[src/rtl/hvf_pkg.sv]
// Package: types, constants and codes shared by the header filter modules.
`default_nettype none
package hvf_pkg;

  localparam int unsigned MAX_NEST         = 4;
  localparam int unsigned MAX_PACKET_BYTES = 16384;
  localparam int unsigned OFF_W            = $clog2(MAX_PACKET_BYTES + 128);
  localparam int unsigned NEST_W           = 3;

  localparam int unsigned QUEUE_DEPTH = 4;
  localparam int unsigned QUEUE_AW    = $clog2(QUEUE_DEPTH);

  localparam logic [15:0] ETHERTYPE_IPV4 = 16'h0800;
  localparam logic [3:0]  IP_VERSION4    = 4'h4;
  localparam logic [7:0]  PROTO_UDP      = 8'd17;
  localparam logic [7:0]  PROTO_TCP      = 8'd6;

  localparam int unsigned ETH_HDR_BYTES = 14;
  localparam int unsigned TUNNEL_SKIP   = 16;
  localparam int unsigned REL_ETYPE_HI  = 12;
  localparam int unsigned REL_ETYPE_LO  = 13;
  localparam int unsigned REL_VIHL      = 14;
  localparam int unsigned REL_FRAG_HI   = 20;
  localparam int unsigned REL_FRAG_LO   = 21;
  localparam int unsigned REL_PROTO     = 23;
  localparam int unsigned REL_DADDR_LO  = 30;
  localparam int unsigned REL_DADDR_HI  = 33;

  localparam logic [23:0] PHYS_PREFIX_RST = 24'hc0a800;
  localparam logic [15:0] VIRT_PREFIX_RST = 16'h0ae9;
  localparam logic [15:0] TUNNEL_PORT_RST = 16'd4789;

  typedef enum logic [7:0] {
    REG_PHYS_PREFIX = 8'd0,
    REG_VIRT_PREFIX = 8'd1,
    REG_DEEP_MODE   = 8'd2,
    REG_TUNNEL_PORT = 8'd3
  } reg_index_e;

  typedef enum logic [2:0] {
    RSN_OK        = 3'd0,
    RSN_ETHERTYPE = 3'd1,
    RSN_VERSION   = 3'd2,
    RSN_ADDRESS   = 3'd3,
    RSN_FRAGMENT  = 3'd4,
    RSN_PROTOCOL  = 3'd5,
    RSN_TRUNCATED = 3'd6,
    RSN_NEST      = 3'd7
  } reason_e;

  typedef enum logic [1:0] {
    STG_ETH = 2'd0,
    STG_IP  = 2'd1,
    STG_L4  = 2'd2
  } parse_stage_e;

  typedef struct packed {
    logic [7:0] pkt_byte;
    logic       end_of_packet;
  } in_item_t;

  typedef struct packed {
    logic       accepted;
    logic [2:0] reason;
    logic [2:0] tunnel_depth;
  } out_item_t;

  typedef struct packed {
    logic [23:0] phys_net_prefix;
    logic [15:0] virt_net_prefix;
    logic        deep_mode;
    logic [15:0] tunnel_udp_port;
  } cfg_t;

endpackage
`default_nettype wire

[src/rtl/ipv4_vxlan_header_filter_core.sv]
// Top level: configuration registers, byte queue and header parser.
// Throughput: one packet byte per cycle while the verdict output is not stalled; the parser retires one byte a cycle.
// A verdict is registered in the output register once its last byte has passed through the
// queue and been popped by the parser, so it passes the queue and then the output register.
// The queue holds four bytes; a stalled verdict backs bytes up only at the next last byte.
// Reset: asynchronous, active low; clears queue, parse state and output valid, loads register defaults.
`default_nettype none
module ipv4_vxlan_header_filter_core (
  input  wire logic               clk_i,
  input  wire logic               rst_ni,
  input  wire logic               in_valid_i,
  output logic                    in_stall_o,
  input  wire hvf_pkg::in_item_t  in_data_i,
  output logic                    out_valid_o,
  input  wire logic               out_stall_i,
  output hvf_pkg::out_item_t      out_data_o,
  input  wire logic               cfg_valid_i,
  output logic                    cfg_ready_o,
  input  wire logic [7:0]         cfg_index_i,
  input  wire logic [31:0]        cfg_data_i
);

  hvf_pkg::cfg_t     cfg_q;
  logic              q_valid, q_pop;
  hvf_pkg::in_item_t q_data;

  assign cfg_ready_o = 1'b1;

  always_ff @(posedge clk_i or negedge rst_ni) begin
    if (!rst_ni) begin
      cfg_q.phys_net_prefix <= hvf_pkg::PHYS_PREFIX_RST;
      cfg_q.virt_net_prefix <= hvf_pkg::VIRT_PREFIX_RST;
      cfg_q.deep_mode       <= 1'b0;
      cfg_q.tunnel_udp_port <= hvf_pkg::TUNNEL_PORT_RST;
    end else if (cfg_valid_i && cfg_ready_o) begin
      case (cfg_index_i)
        hvf_pkg::REG_PHYS_PREFIX: cfg_q.phys_net_prefix <= cfg_data_i[23:0];
        hvf_pkg::REG_VIRT_PREFIX: cfg_q.virt_net_prefix <= cfg_data_i[15:0];
        hvf_pkg::REG_DEEP_MODE:   cfg_q.deep_mode       <= cfg_data_i[0];
        hvf_pkg::REG_TUNNEL_PORT: cfg_q.tunnel_udp_port <= cfg_data_i[15:0];
        default: ;
      endcase
    end
  end

  hvf_queue u_queue (
    .clk_i        (clk_i),
    .rst_ni       (rst_ni),
    .push_valid_i (in_valid_i),
    .push_stall_o (in_stall_o),
    .push_data_i  (in_data_i),
    .pop_valid_o  (q_valid),
    .pop_i        (q_pop),
    .pop_data_o   (q_data)
  );

  hvf_parser u_parser (
    .clk_i        (clk_i),
    .rst_ni       (rst_ni),
    .cfg_i        (cfg_q),
    .byte_valid_i (q_valid),
    .byte_i       (q_data),
    .byte_pop_o   (q_pop),
    .out_valid_o  (out_valid_o),
    .out_stall_i  (out_stall_i),
    .out_data_o   (out_data_o)
  );

endmodule
`default_nettype wire

[src/rtl/hvf_queue.sv]
// Front queue: accepts packet bytes and buffers them for the parser.
`default_nettype none
module hvf_queue (
  input  wire logic              clk_i,
  input  wire logic              rst_ni,
  input  wire logic              push_valid_i,
  output logic                   push_stall_o,
  input  wire hvf_pkg::in_item_t push_data_i,
  output logic                   pop_valid_o,
  input  wire logic              pop_i,
  output hvf_pkg::in_item_t      pop_data_o
);

  hvf_pkg::in_item_t                mem_q [hvf_pkg::QUEUE_DEPTH];
  logic [hvf_pkg::QUEUE_AW-1:0]     wptr_q, wptr_d, rptr_q, rptr_d;
  logic [hvf_pkg::QUEUE_AW:0]       cnt_q, cnt_d;
  logic                             push, pop;

  assign push_stall_o = (cnt_q == (hvf_pkg::QUEUE_AW + 1)'(hvf_pkg::QUEUE_DEPTH));
  assign pop_valid_o  = (cnt_q != '0);
  assign pop_data_o   = mem_q[rptr_q];
  assign push         = push_valid_i && !push_stall_o;
  assign pop          = pop_i && pop_valid_o;

  always_comb begin
    wptr_d = push ? wptr_q + 1'b1 : wptr_q;
    rptr_d = pop ? rptr_q + 1'b1 : rptr_q;
    cnt_d  = cnt_q;
    if (push && !pop) begin
      cnt_d = cnt_q + 1'b1;
    end else if (pop && !push) begin
      cnt_d = cnt_q - 1'b1;
    end
  end

  always_ff @(posedge clk_i or negedge rst_ni) begin
    if (!rst_ni) begin
      wptr_q <= '0;
      rptr_q <= '0;
      cnt_q  <= '0;
    end else begin
      wptr_q <= wptr_d;
      rptr_q <= rptr_d;
      cnt_q  <= cnt_d;
    end
  end

  always_ff @(posedge clk_i) begin
    if (push) begin
      mem_q[wptr_q] <= push_data_i;
    end
  end

endmodule
`default_nettype wire

[src/rtl/hvf_parser.sv]
// Back end: walks the header layers byte by byte and registers the verdict.
`default_nettype none
module hvf_parser (
  input  wire logic              clk_i,
  input  wire logic              rst_ni,
  input  wire hvf_pkg::cfg_t     cfg_i,
  input  wire logic              byte_valid_i,
  input  wire hvf_pkg::in_item_t byte_i,
  output logic                   byte_pop_o,
  output logic                   out_valid_o,
  input  wire logic              out_stall_i,
  output hvf_pkg::out_item_t     out_data_o
);

  localparam int unsigned OW = hvf_pkg::OFF_W;

  logic [OW-1:0]                 off_q, off_d, base_q, base_d, rel, l4;
  hvf_pkg::parse_stage_e         stage_q, stage_d;
  logic [15:0]                   etype_q, etype_d, frag_q, frag_d, port_q, port_d;
  logic [7:0]                    vihl_q, vihl_d, proto_q, proto_d;
  logic [31:0]                   daddr_q, daddr_d;
  logic [hvf_pkg::NEST_W-1:0]    nest_q, nest_d;
  hvf_pkg::reason_e              code_q, code_d;
  logic                          done_q, done_d;
  logic                          active, decide, eop, pop;
  logic [7:0]                    b;
  logic                          out_valid_q;
  hvf_pkg::out_item_t            out_data_q, res;
  hvf_pkg::reason_e              res_code;

  assign b    = byte_i.pkt_byte;
  assign eop  = byte_i.end_of_packet;
  assign pop  = byte_valid_i && (!eop || !out_valid_q || !out_stall_i);
  assign byte_pop_o = pop;
  assign rel  = off_q - base_q;
  assign l4   = OW'(hvf_pkg::ETH_HDR_BYTES) + OW'({vihl_q[3:0], 2'b00});
  assign active = !done_q && (off_q < OW'(hvf_pkg::MAX_PACKET_BYTES)) && (off_q >= base_q);

  always_comb begin
    off_d   = off_q;
    base_d  = base_q;
    stage_d = stage_q;
    etype_d = etype_q;
    vihl_d  = vihl_q;
    frag_d  = frag_q;
    proto_d = proto_q;
    daddr_d = daddr_q;
    port_d  = port_q;
    nest_d  = nest_q;
    code_d  = code_q;
    done_d  = done_q;
    decide  = 1'b0;
    if (pop) begin
      if (off_q < OW'(hvf_pkg::MAX_PACKET_BYTES)) begin
        off_d = off_q + 1'b1;
      end
      if (active) begin
        if (stage_q != hvf_pkg::STG_ETH && rel != OW'(hvf_pkg::REL_VIHL)) begin
          if (rel == l4 + OW'(2)) begin
            port_d[15:8] = b;
          end else if (rel == l4 + OW'(3)) begin
            port_d[7:0] = b;
          end
        end
        case (stage_q)
          hvf_pkg::STG_ETH: begin
            if (rel == OW'(hvf_pkg::REL_ETYPE_HI)) begin
              etype_d[15:8] = b;
            end else if (rel == OW'(hvf_pkg::REL_ETYPE_LO)) begin
              etype_d[7:0] = b;
              if ({etype_q[15:8], b} != hvf_pkg::ETHERTYPE_IPV4) begin
                code_d = hvf_pkg::RSN_ETHERTYPE;
                done_d = 1'b1;
              end else begin
                stage_d = hvf_pkg::STG_IP;
              end
            end
          end
          hvf_pkg::STG_IP: begin
            if (rel == OW'(hvf_pkg::REL_VIHL)) begin
              vihl_d = b;
              if (b[7:4] != hvf_pkg::IP_VERSION4) begin
                code_d = hvf_pkg::RSN_VERSION;
                done_d = 1'b1;
              end
            end else begin
              if (rel == OW'(hvf_pkg::REL_FRAG_HI)) begin
                frag_d[15:8] = b;
              end else if (rel == OW'(hvf_pkg::REL_FRAG_LO)) begin
                frag_d[7:0] = b;
              end else if (rel == OW'(hvf_pkg::REL_PROTO)) begin
                proto_d = b;
              end else if (rel >= OW'(hvf_pkg::REL_DADDR_LO) &&
                           rel <= OW'(hvf_pkg::REL_DADDR_HI)) begin
                daddr_d = {daddr_q[23:0], b};
              end
              if (rel == OW'(hvf_pkg::REL_DADDR_HI)) begin
                if (daddr_d[31:8] != cfg_i.phys_net_prefix &&
                    daddr_d[31:16] != cfg_i.virt_net_prefix) begin
                  code_d = hvf_pkg::RSN_ADDRESS;
                  done_d = 1'b1;
                end else if (frag_q[12:0] != '0) begin
                  code_d = hvf_pkg::RSN_FRAGMENT;
                  done_d = 1'b1;
                end else if (proto_q != hvf_pkg::PROTO_UDP &&
                             proto_q != hvf_pkg::PROTO_TCP) begin
                  code_d = hvf_pkg::RSN_PROTOCOL;
                  done_d = 1'b1;
                end else if (!cfg_i.deep_mode || proto_q != hvf_pkg::PROTO_UDP) begin
                  code_d = hvf_pkg::RSN_OK;
                  done_d = 1'b1;
                end else if (l4 + OW'(3) <= OW'(hvf_pkg::REL_DADDR_HI)) begin
                  decide = 1'b1;
                end else begin
                  stage_d = hvf_pkg::STG_L4;
                end
              end
            end
          end
          hvf_pkg::STG_L4: begin
            if (rel == l4 + OW'(3)) begin
              decide = 1'b1;
            end
          end
          default: ;
        endcase
        if (decide) begin
          if (cfg_i.deep_mode && proto_q == hvf_pkg::PROTO_UDP &&
              port_d == cfg_i.tunnel_udp_port) begin
            if (nest_q >= hvf_pkg::NEST_W'(hvf_pkg::MAX_NEST)) begin
              code_d = hvf_pkg::RSN_NEST;
              done_d = 1'b1;
            end else begin
              nest_d  = nest_q + 1'b1;
              base_d  = base_q + l4 + OW'(hvf_pkg::TUNNEL_SKIP);
              stage_d = hvf_pkg::STG_ETH;
              etype_d = '0;
              vihl_d  = '0;
              frag_d  = '0;
              proto_d = '0;
              daddr_d = '0;
              port_d  = '0;
            end
          end else begin
            code_d = hvf_pkg::RSN_OK;
            done_d = 1'b1;
          end
        end
      end
    end
  end

  always_comb begin
    res_code         = done_d ? code_d : hvf_pkg::RSN_TRUNCATED;
    res.accepted     = (res_code == hvf_pkg::RSN_OK);
    res.reason       = res_code;
    res.tunnel_depth = nest_d;
  end

  always_ff @(posedge clk_i or negedge rst_ni) begin
    if (!rst_ni) begin
      off_q   <= '0;
      base_q  <= '0;
      stage_q <= hvf_pkg::STG_ETH;
      etype_q <= '0;
      vihl_q  <= '0;
      frag_q  <= '0;
      proto_q <= '0;
      daddr_q <= '0;
      port_q  <= '0;
      nest_q  <= '0;
      code_q  <= hvf_pkg::RSN_TRUNCATED;
      done_q  <= 1'b0;
    end else if (pop && eop) begin
      off_q   <= '0;
      base_q  <= '0;
      stage_q <= hvf_pkg::STG_ETH;
      etype_q <= '0;
      vihl_q  <= '0;
      frag_q  <= '0;
      proto_q <= '0;
      daddr_q <= '0;
      port_q  <= '0;
      nest_q  <= '0;
      code_q  <= hvf_pkg::RSN_TRUNCATED;
      done_q  <= 1'b0;
    end else begin
      off_q   <= off_d;
      base_q  <= base_d;
      stage_q <= stage_d;
      etype_q <= etype_d;
      vihl_q  <= vihl_d;
      frag_q  <= frag_d;
      proto_q <= proto_d;
      daddr_q <= daddr_d;
      port_q  <= port_d;
      nest_q  <= nest_d;
      code_q  <= code_d;
      done_q  <= done_d;
    end
  end

  always_ff @(posedge clk_i or negedge rst_ni) begin
    if (!rst_ni) begin
      out_valid_q <= 1'b0;
    end else if (pop && eop) begin
      out_valid_q <= 1'b1;
    end else if (!out_stall_i) begin
      out_valid_q <= 1'b0;
    end
  end

  always_ff @(posedge clk_i) begin
    if (pop && eop) begin
      out_data_q <= res;
    end
  end

  assign out_valid_o = out_valid_q;
  assign out_data_o  = out_data_q;

endmodule
`default_nettype wire

[config.mk]
export PLATFORM = sky130hd
export DESIGN_NAME = ipv4_vxlan_header_filter_core
export DESIGN_NICKNAME = d
export VERILOG_FILES = /design/src/rtl/hvf_pkg.sv /design/src/rtl/ipv4_vxlan_header_filter_core.sv /design/src/rtl/hvf_queue.sv /design/src/rtl/hvf_parser.sv
export SDC_FILE = /design/constraint.sdc
export NUM_CORES = 1
export LEC_CHECK = 0
export ABC_AREA = 1
export BUFFER_PORTS_ARGS = -buffer_cell sky130_fd_sc_hd__buf_4
export CAP_MARGIN = 20
export CORE_MARGIN = 5
export CORE_UTILIZATION = 54
export CTS_CLUSTER_SIZE = 14
export DETAILED_ROUTE_END_ITERATION = 12
export PLACE_DENSITY = 0.78
export SKIP_CTS_REPAIR_TIMING = 1
export SLEW_MARGIN = 20
export SYNTH_ARGS = -nofsm -noshare
export SYNTH_HDL_FRONTEND = slang
export SYNTH_SLANG_ARGS = --single-unit
[constraint.sdc]
create_clock -name clk_i -period 5.8 [get_ports clk_i]
set_input_delay 0.87 -clock clk_i [delete_from_list [all_inputs] [get_ports clk_i]]
set_output_delay 0.87 -clock clk_i [all_outputs]
set_load 0.005 [all_outputs]
# --- Yosys cells after proc, flatten, opt, wreduce, memory -nomap -nowiden ---
# Memory sizes are Yosys's and may differ from the RTL's.
# Cells that the tools add are included.
word_totals:
  out_inout_bits: 10
  memories: 1
  latchBits: 0
  word_cells: 264
  ramBits: 36
  romBits: 0
  inputBits: 54
  reg_bits: 207
classes:
  n_reduce_logical: 44
  magnitude_cmp: 6
  n_div: 0
  n_bitwise: 0
  multipliers: 0
  shift: 0
  mux: 152
  n_eq_ne: 26
  addsub: 12
memory_table:
  columns: ["memory", "depth", "width", "read_ports", "rd_ports_with_merged_regs", "wr", "line", "source"]
  rows:
  - ["u_queue.mem_q", 4, 9, 1, 0, 1, "hvf_queue.sv:14", "hvf_pkg::in_item_t mem_q [hvf_pkg::QUEUE_DEPTH];"]
ops:
  columns: ["cell", "count"]
  rows:
  - ["$mux W32", 16]
  - ["$mux W16", 24]
  - ["$mux W8", 28]
  - ["$mux W15", 9]
  - ["$mux W3", 25]
  - ["$eq A15 B4 Y1 const B", 3]
  - ["$eq A15 B5 Y1 const B", 3]
  - ["$mux W2", 16]
  - ["$add A15 B2 Y15 const B", 2]
  - ["$eq A15 B15 Y1", 2]
  - ["$le A15 B6 Y1 const B", 2]
  - ["$mux W1", 30]
  - ["$ne A24 B24 Y1", 1]
  - ["$eq A16 B16 Y1", 1]
  - ["$eq A8 B2 Y1 const B", 2]
  - ["$ne A16 B12 Y1 const B", 1]
  - ["$ne A16 B16 Y1", 1]
  - ["$add A15 B1 Y15 const B", 1]
  - ["$add A15 B15 Y15", 1]
  - ["$add A15 B5 Y15 const B", 1]
  - ["$eq A15 B6 Y1 const B", 1]
  - ["$ge A15 B15 Y1", 1]
  - ["$ge A15 B5 Y1 const B", 1]
  - ["$lt A15 B15 Y1 const B", 1]
  - ["31 further kinds", 67]

# --- Longest topological paths before layout ---
# Gate-level depths: netlist (run 1).
logic_depth:
  depth_word: 24
  depth_mapped: 33
  ltp_nobuf: 33

# --- Cells and area by module ---
# Synthesis (run 1) repeated with hierarchy kept, for this count alone.
unflattened:
  cells_unflattened: 1902
  hier_area_um2: 13937.1
modules_own_cells:
  columns: ["mod", "seq_area_each_um2", "instances", "area_per_inst_um2", "cells_per_inst"]
  rows:
  - ["hvf_parser", 3215.6, 1, 9606.7, 1467]
  - ["ipv4_vxlan_header_filter_core", 1450.1, 1, 2451.1, 271]
  - ["hvf_queue", 1256.2, 1, 1879.3, 164]

# --- Worst setup path before layout (run 1) ---
# No wires, ideal clock.
synth_timing:
  kind: "register to register"
  startpoint: "register u_parser.base_q[1]"
  endpoint: "register u_parser.daddr_q[0]"
  synth_period_minus_slack_ns: 3.473
  required_time_ns: 5.658
  path_buffers: 3
  setup_time_ns: 0.142
  path_stages_with_launch: 29
  slack_ns: 2.327
  arrival_time_ns: 3.331
  path_cell_list: "dfrtp_1 > fa_1 > inv_1 > nand3_1 > nand2_2 > nand2_1 > nand2_2 > nand3_1 > nand3_1 > nand2_2 > nor2_8 > nand3_4 > buf_6 > nand2_1 > nand2_1 > nand2_1 > nand2_1 > nor2_1 > nand2_1 > nor2_1 > nand3_1 > nand2_2 > nand2_2 > a21boi_2 > nand2_2 > nand2_4 > buf_12 > buf_12 > o22ai_2"
synth_via:
  elab_chain_cells: 23
  word_cells_on_any_way: 51
  cone_classes: "add/sub (1); order compare (3); eq/ne (11); mux (29); reduce/logical (7)"
synth_rtl:
  columns: ["item", "line", "source"]
  rows:
  - ["start, declared", "hvf_parser.sv:17", "logic [OW-1:0] off_q, off_d, base_q, base_d, rel, l4;"]
  - ["start signal, assigned", "hvf_parser.sv:189", "base_q <= base_d;"]
  - ["$sub A15 B15 Y15", "hvf_parser.sv:35", "assign rel = off_q - base_q;"]
  - ["$ge A15 B5 Y1 / $le A15 B6 Y1 (equally long branches)", "hvf_parser.sv:93, hvf_parser.sv:94", null]
  - ["$logic_and A1 B1 Y1", "hvf_parser.sv:93", "end else if (rel >= OW'(hvf_pkg::REL_DADDR_LO) &&"]
  - ["$mux W32", "hvf_parser.sv:93", null]
  - ["$mux W32", "hvf_parser.sv:91", "end else if (rel == OW'(hvf_pkg::REL_PROTO)) begin"]
  - ["$mux W32", "hvf_parser.sv:89", "end else if (rel == OW'(hvf_pkg::REL_FRAG_LO)) begin"]
  - ["$mux W32", "hvf_parser.sv:87", "if (rel == OW'(hvf_pkg::REL_FRAG_HI)) begin"]
  - ["$mux W32", "hvf_parser.sv:80", "if (rel == OW'(hvf_pkg::REL_VIHL)) begin"]
  - ["[... 7 more ...]", null, null]
  - ["$mux W1", "hvf_parser.sv:80", null]
  - ["$pmux W1 S2", "hvf_parser.sv:65", "case (stage_q)"]
  - ["$mux W1", "hvf_parser.sv:57", "if (active) begin"]
  - ["$mux W1", "hvf_parser.sv:53", "if (pop) begin"]
  - ["$mux W32", "hvf_parser.sv:127", "if (decide) begin"]
  - ["$mux W32", "hvf_parser.sv:57", null]
  - ["$mux W32", "hvf_parser.sv:53", null]
  - ["$mux W32", "hvf_parser.sv:174", "end else if (pop && eop) begin"]
  - ["end signal, assigned", "hvf_parser.sv:195", "daddr_q <= daddr_d;"]
  - ["end, declared", "hvf_parser.sv:21", "logic [31:0] daddr_q, daddr_d;"]
# Parallel ways exist; a longest one is shown, timed or not. The select of a mux whose other input is x is not followed.
# A chain may end at the register's enable or synchronous reset.

# --- Worst setup path after layout (run 1) ---
layout_timing:
  startpoint: "register u_parser.off_q[1]"
  endpoint: "register u_parser.daddr_q[0]"
layout_via:
  elab_chain_cells: 23
  word_cells_on_any_way: 53
  cone_classes: "add/sub (1); order compare (4); eq/ne (11); mux (29); reduce/logical (8)"
layout_rtl:
  columns: ["item", "line", "source"]
  rows:
  - ["start, declared", "hvf_parser.sv:17", null]
  - ["start signal, assigned", "hvf_parser.sv:162", "off_q <= '0;"]
  - ["start signal, assigned", "hvf_parser.sv:175", "off_q <= '0;"]
  - ["start signal, assigned", "hvf_parser.sv:188", "off_q <= off_d;"]
  - ["$sub A15 B15 Y15", "hvf_parser.sv:35", null]
  - ["$ge A15 B5 Y1 / $le A15 B6 Y1 (equally long branches)", "hvf_parser.sv:93, hvf_parser.sv:94", null]
  - ["$logic_and A1 B1 Y1", "hvf_parser.sv:93", null]
  - ["$mux W32", "hvf_parser.sv:93", null]
  - ["$mux W32", "hvf_parser.sv:91", null]
  - ["$mux W32", "hvf_parser.sv:89", null]
  - ["$mux W32", "hvf_parser.sv:87", null]
  - ["$mux W32", "hvf_parser.sv:80", null]
  - ["[... 7 more ...]", null, null]
  - ["$mux W1", "hvf_parser.sv:80", null]
  - ["$pmux W1 S2", "hvf_parser.sv:65", null]
  - ["$mux W1", "hvf_parser.sv:57", null]
  - ["$mux W1", "hvf_parser.sv:53", null]
  - ["$mux W32", "hvf_parser.sv:127", null]
  - ["$mux W32", "hvf_parser.sv:57", null]
  - ["$mux W32", "hvf_parser.sv:53", null]
  - ["$mux W32", "hvf_parser.sv:174", null]
# Parallel ways exist; a longest one is shown, timed or not. The select of a mux whose other input is x is not followed.

==> results.toml, run 1 <==
[worst_setup_path]
cp_slowest_cell = "fa_1"
criticalPathCategory = "reg -> reg"
cpPeakStageDelay_ns = 0.42
critPathLaunch = "u_parser.off_q[1]$_DFFE_PN0P_"
arrival_ns = 5.39
start_kind = "flop"
crit_required_ns = 6.20
endpoint_kind = "flop"
timing.rr.start = "u_parser.off_q[1]$_DFFE_PN0P_"
worstPathMaxFanout = 36

[cts]
cts_tree = "yes"
clock_path_buffers = 3
cts.sinks = 227
cts_buffers = 25
path_clk_slew_ns = 0.06
cts_root_buffer = "clkbuf_16"
h-tree-depth = 1
insertion_delay_ns = 0.53

[floorplan]
rows = 59
core_mm2 = 0.0258
initial_core_util_pct = 54.5
fp.dieH_um = 171
die_w_um = 171
die-area_mm2 = 0.0294
io_pins = 64

[cells_and_area]
fin_cells = 2187
area_growth_syn_to_layout_pct = 10.1
num_antenna_cells = 0
layout-drive-gt1-share_pct = 12.7
final_nets = 1927
fill_cells = 2295

[power]
vdd_drop_max_mv = 0.424
p_sw_share_pct = 46.8
power_frac_seq_pct = 29.0
power_frac_comb_pct = 47.7
p_total_mw = 6.52
p_int_mw = 3.47
powerDensity_mw_per_mm2 = 421
p_leak_nw = 7.24
power_switching_mw = 3.05
clkPwrFrac_pct = 23.3

[placement]
dp.final_hpwl_mm = 25.1
gp_congestion = 0.936
dp.cells = 2141
portBuffers = 54

[drt]
highest_layer = "met4"
drt_iter0_markers = 1087
dr_wl_met2_mm = 17.1
wl_mm = 35.6
drt_pre_antenna_iters = 6
drc = 0
viasPerCell = 5.69
wl_met1_mm = 15.1
vias = 12400
ant_nets = 0
wl_per_cell_um = 16.3
route.met3.wl_mm = 2.12

[outcome]
outcome = "finished clean"

[grt]
grtUsageTotal_pct = 24.1
grt_pass1_vias = 12000
antenna_found_initial = 1
overflow = 0
grt_max_degree = 120
grt_pass1_wl_mm = 58.4

[timing]
fmax_mhz = 200
clock_skew_ns = 0.0101
drv_slew = 0
hold_violations = 0
fin_tns_setup_ns = 0
tightest_slew_ns = 1.11
slew_headroom_pct = 25.7
fin_crit_sh_pct = 86.1
setup_viol = 0
min_period_ns = 5.00
rsz0062_at_grt = "false"

[yosys]
synth.distinct_cells = 61
syn_avg_cell_area_um2 = 7.86
synth_cells = 1790
synth_nets = 1884
yosys_most_used_dff = "dfrtp_1"
async_reset_ff_share_pct = 81.1
syn_area_mm2 = 0.0141
synth.ff_latch_count = 227
yosysWarnings = 0
synth_edf_count = 43
yosysSeqAreaShare_pct = 42.1

[worst_hold_path]
hold_class = "in -> async"

[flow_run]
cap_violations = 0
final timing paths:
| kind | end | slack [ns] | cells after the start |
|---|---|---|---|
| worst max-delay path | u_parser.daddr_q[0]$_DFFE_PN0P_ | 0.80 | 27 |
| worst min-delay path | u_parser.out_valid_o$_DFFE_PN0P_ | 0.44 | 1 |
| worst max register to register | u_parser.daddr_q[0]$_DFFE_PN0P_ | 0.80 | 27 |
| worst min register to register | cfg_q[30]$_DFFE_PN0P_ | 0.49 | 2 |
| max in group asynchronous | cfg_q[55]$_DFFE_PN1P_ | 4.20 | 2 |
| min in group clk_i | cfg_q[30]$_DFFE_PN0P_ | 0.49 | 2 |
through the flow:
step                      worst slack, ns  hold slack (ns)  instance area [um^2]  util (%)
after CTS                           0.879            0.496                 15500      60.0
after global routing                0.463            0.513                 15500      60.0
final                               0.804            0.440                 15500      60.0
after floorplan                      2.33            0.453                 14100         -
after detailed placement            0.891            0.481                 14700      57.0
after global placement              0.976            0.470                 14700      57.0
metal layers:
| layer | vias up | GRT usage, % |
|---|---|---|
| li1 | 6044 | - |
| met1 | 5903 | 32.3 |
| met2 | 416 | 40.6 |
| met3 | 81 | 2.76 |
| met4 | 0 | 8.99 |
| met5 | - | 0 |
critical path, delay by kind of cell, from the launching register on:
kind	cells	cell delay, ns
flops	1	0.40
compound gates	2	0.29
simple gates	21	3.11
buf+inv	3	0.56
fa+ha+maj	1	0.42
registers in the layout, indices dropped and copies added (netlist names), 3 cells and up:
name	flops
u_parser.out_data_o	7
cfg_q	57
u_parser.base_q	14
u_parser.daddr_q	32
u_queue.cnt_q	3
u_parser.vihl_q	4
u_parser.port_q	16
u_parser.frag_q	13
u_queue.mem_q	36
u_parser.proto_q	8
u_parser.code_q	3
u_parser.etype_q	8
u_parser.nest_q	3
u_parser.off_q	15
cell usage in the layout, fill, tap and decap left out, types with 9 or more instances in the layout:
cell | synthesis | layout
ha_1 | 37 | 37
nand3_1 | 73 | 73
dfstp_2 | 21 | 21
buf_4 | 3 | 68
nand3b_1 | 41 | 41
nand2_2 | 20 | 20
xor2_1 | 15 | 15
clkbuf_16 | 0 | 25
o21ai_0 | 124 | 124
a21oi_1 | 64 | 64
nor2_1 | 115 | 114
o22ai_2 | 43 | 43
inv_2 | 10 | 10
nand4_1 | 54 | 54
clkinv_1 | 4 | 9
nand2_1 | 502 | 502
nor4_1 | 9 | 9
o22ai_1 | 46 | 46
inv_1 | 236 | 236
edfxtp_1 | 43 | 43
nor3_1 | 23 | 23
dfrtp_1 | 163 | 163
synthesized netlist by cell type (15+ instances only):
cell type	number	area, um^2
ha_1	37	463
nand2_2	20	125
clkbuf_1	33	124
nor2_1	115	432
dfstp_2	21	552
a21oi_1	64	320
o22ai_2	43	538
dfrtp_1	163	4080
o21ai_0	124	621
xor2_1	15	131
nand3b_1	41	308
nand4_1	54	338
nand2_1	502	1880
nand3_1	73	365
edfxtp_1	43	1290
inv_1	236	886
nor3_1	23	115
o22ai_1	46	288
cell families (layout without fill, tap and decap cells):
family,count (synthesis),after routing,share of synthesized area (%)
other,2,2,0.0534
xor gates and xnor gates,22,22,1.37
DFF,227,227,42.1
buffers and inverters,305,367,9.08
adders and majority gates,40,40,3.72
muxes,13,13,0.996
and+or+nand+nor,865,865,28.0
AOI/OAI and AO/OA,316,316,14.7
power by group through the flow:
stage	combinational, mW	sequential (mW)	clock (mW)
2_1_floorplan	2.39	1.88	0
3_3_place_gp	3.01	1.91	0
3_5_place_dp	3.06	1.92	0
4_1_cts	3.07	1.89	1.54
5_1_grt	3.39	1.91	1.60
6_report	3.11	1.89	1.52
layout make-up:
class | instances | area, um^2 | share of cell area (%)
Multi-Input combinational cell | 1258 | 6880 | 44.4
Timing Repair Buffer | 71 | 564 | 3.64
Clock inverter | 13 | 93.8 | 0.606
Sequential cell | 227 | 5920 | 38.2
Inverter | 250 | 938 | 6.06
Clock buffer | 33 | 676 | 4.36
Tap cell | 335 | 419 | 2.71
No activity file was read; power rests on OpenSTA's default activity.
==> run 2, diff against run 1 <==
--- a/config.mk
+++ b/config.mk
@@ -10,6 +10,7 @@
 export CAP_MARGIN = 20
 export CORE_MARGIN = 5
 export CORE_UTILIZATION = 54
+export CTS_BUF_LIST = sky130_fd_sc_hd__clkbuf_8
 export CTS_CLUSTER_SIZE = 14
 export DETAILED_ROUTE_END_ITERATION = 12
 export PLACE_DENSITY = 0.78
==> results.toml, run 2 (synthesized netlist as in run 1, its figures left out) <==
[drt]
vias = 12400
wl_mm = 35.4
viasPerCell = 5.61
drc = 0
ant_nets = 0
drt_pre_antenna_iters = 5
wl_per_cell_um = 16.0
drt_iter0_markers = 1076

[power]
p_leak_nw = 7.32
powerDensity_mw_per_mm2 = 415
vdd_drop_max_mv = 0.415

[cells_and_area]
layout_common_cells = "nand2_1, inv_1, dfrtp_1"
num_antenna_cells = 0
largest_reg_flops = 57
layout-drive-gt1-share_pct = 13.5
area_growth_syn_to_layout_pct = 10.0
mostFrequentLayoutCell = "nand2_1"
final_nets = 1943
fill_cells = 2325
top_regs = "cfg_q (57), u_queue.mem_q (36), u_parser.daddr_q (32)"
regMostFlops = "cfg_q"

[timing]
slew_headroom_pct = 28.1
fmax_mhz = 199
fin_crit_sh_pct = 86.6
timing.hold.ws_ns = 0.422
fin_tns_setup_ns = 0
tightest_slew_ns = 1.08
drv_slew = 0
clock_skew_ns = 0.0397
min_period_ns = 5.02
setup_viol = 0
rsz0062_at_grt = "false"
hold_violations = 0

[placement]
gp_congestion = 0.936
portBuffers = 54
dp.final_hpwl_mm = 25.1

[floorplan]
initial_core_util_pct = 54.5
die-area_mm2 = 0.0294
fp.dieH_um = 171
rows = 59
core_mm2 = 0.0258
io_pins = 64
die_w_um = 171

[worst_setup_path]
ff2ff_setup_slack_ns = 0.78
endpoint_kind = "flop"
crit_required_ns = 6.18
r2r.worst_path.cells = 24
worstPathMaxFanout = 36
start_kind = "flop"
arrival_ns = 5.41
critPathLaunch = "u_parser.off_q[1]$_DFFE_PN0P_"
timing.rr.start = "u_parser.off_q[1]$_DFFE_PN0P_"
reg2reg_to = "u_parser.daddr_q[0]$_DFFE_PN0P_"
criticalPathCategory = "reg -> reg"
cp-endpoint = "u_parser.daddr_q[0]$_DFFE_PN0P_"

[grt]
antenna_found_initial = 0
grt_pass1_vias = 11900
overflow = 0
grtUsageTotal_pct = 24.1
grt_pass1_wl_mm = 58.1
grt_max_degree = 120

[cts]
clock_path_buffers = 3
path_clk_slew_ns = 0.06
h-tree-depth = 2
cts_root_buffer = "clkbuf_8"
cts_tree = "yes"
cts.sinks = 227
cts_buffers = 41
insertion_delay_ns = 0.55

[flow_run]
cap_violations = 0

[outcome]
outcome = "finished clean"

[worst_hold_path]
hold_class = "in -> async"
[run 2: worst max-delay path, cell delays in order, from the launching register on]
cell and delay [ns]:
dfrtp_1 0.40, inv_1 0.12, fa_1 0.42, inv_1 0.12, nand3_1 0.12, nand2_2 0.14, nand2_1 0.11, nand2_2 0.11
nand3_1 0.09, nand3_1 0.11, nand2_2 0.09, nor2_8 0.33, nand3_2 0.40, nand3_4 0.31, nand2_1 0.10, o21ai_2 0.10
xor2_1 0.23, nand2_1 0.07, nor2_1 0.20, nand4_2 0.26, inv_1 0.13, nand2_2 0.10, nand2_4 0.33, buf_12 0.32
o22ai_2 0.11
[run 2: final cells by class]
class | instances | area (um^2) | share of cell area, %
timing repair buffer | 71 | 564 | 3.64
clock inverter | 29 | 161 | 1.04
tap | 335 | 419 | 2.71
sequential | 227 | 5920 | 38.2
multi-input combinational | 1258 | 6880 | 44.4
clock buffer | 44 | 606 | 3.91
inverter | 250 | 938 | 6.06
[run 2: metal layers]
layer  global-route usage, %  part of all wire (%)  vias to the layer above
li1                        -                     -                     6082
met3                    3.26                   5.8                       92
met5                       0                     0                        -
met4                    9.75                   3.8                        0
met1                    32.6                    43                     5837
met2                    39.5                    47                      406
[run 2: worst min path at each step]
stage / slack (ns) / from / cells past startpoint / endpoint
6_report: 0.42 / rst_ni / 1 / u_parser.out_valid_o$_DFFE_PN0P_
5_1_grt: 0.49 / rst_ni / 1 / u_queue.cnt_q[2]$_DFFE_PN0P_
4_1_cts: 0.47 / rst_ni / 1 / u_queue.wptr_q[1]$_DFFE_PN0P_
3_5_place_dp: 0.48 / cfg_q[30]$_DFFE_PN0P_ / 2 / cfg_q[30]$_DFFE_PN0P_
3_3_place_gp: 0.47 / cfg_q[19]$_DFFE_PN0P_ / 2 / cfg_q[19]$_DFFE_PN0P_
2_1_floorplan: 0.45 / cfg_q[19]$_DFFE_PN0P_ / 2 / cfg_q[19]$_DFFE_PN0P_
[run 2: metrics by stage]
step	worst slack (ns)	instance area, um^2	util, %	std cells	power [mW]
2_1_floorplan	2.33	14100	-	1790	4.27
3_3_place_gp	0.976	14700	57.0	2141	4.92
3_5_place_dp	0.891	14700	57.0	2141	4.98
4_1_cts	0.864	15500	59.9	2214	6.42
5_1_grt	0.466	15500	59.9	2214	6.83
6_report	0.778	15500	59.9	2214	6.43
[run 2: where the power goes]
part / internal (mW) / switching, mW / total, mW
clock: 0.749 / 0.679 / 1.43
sequential: 1.80 / 0.0957 / 1.89
combinational: 0.815 / 2.29 / 3.11
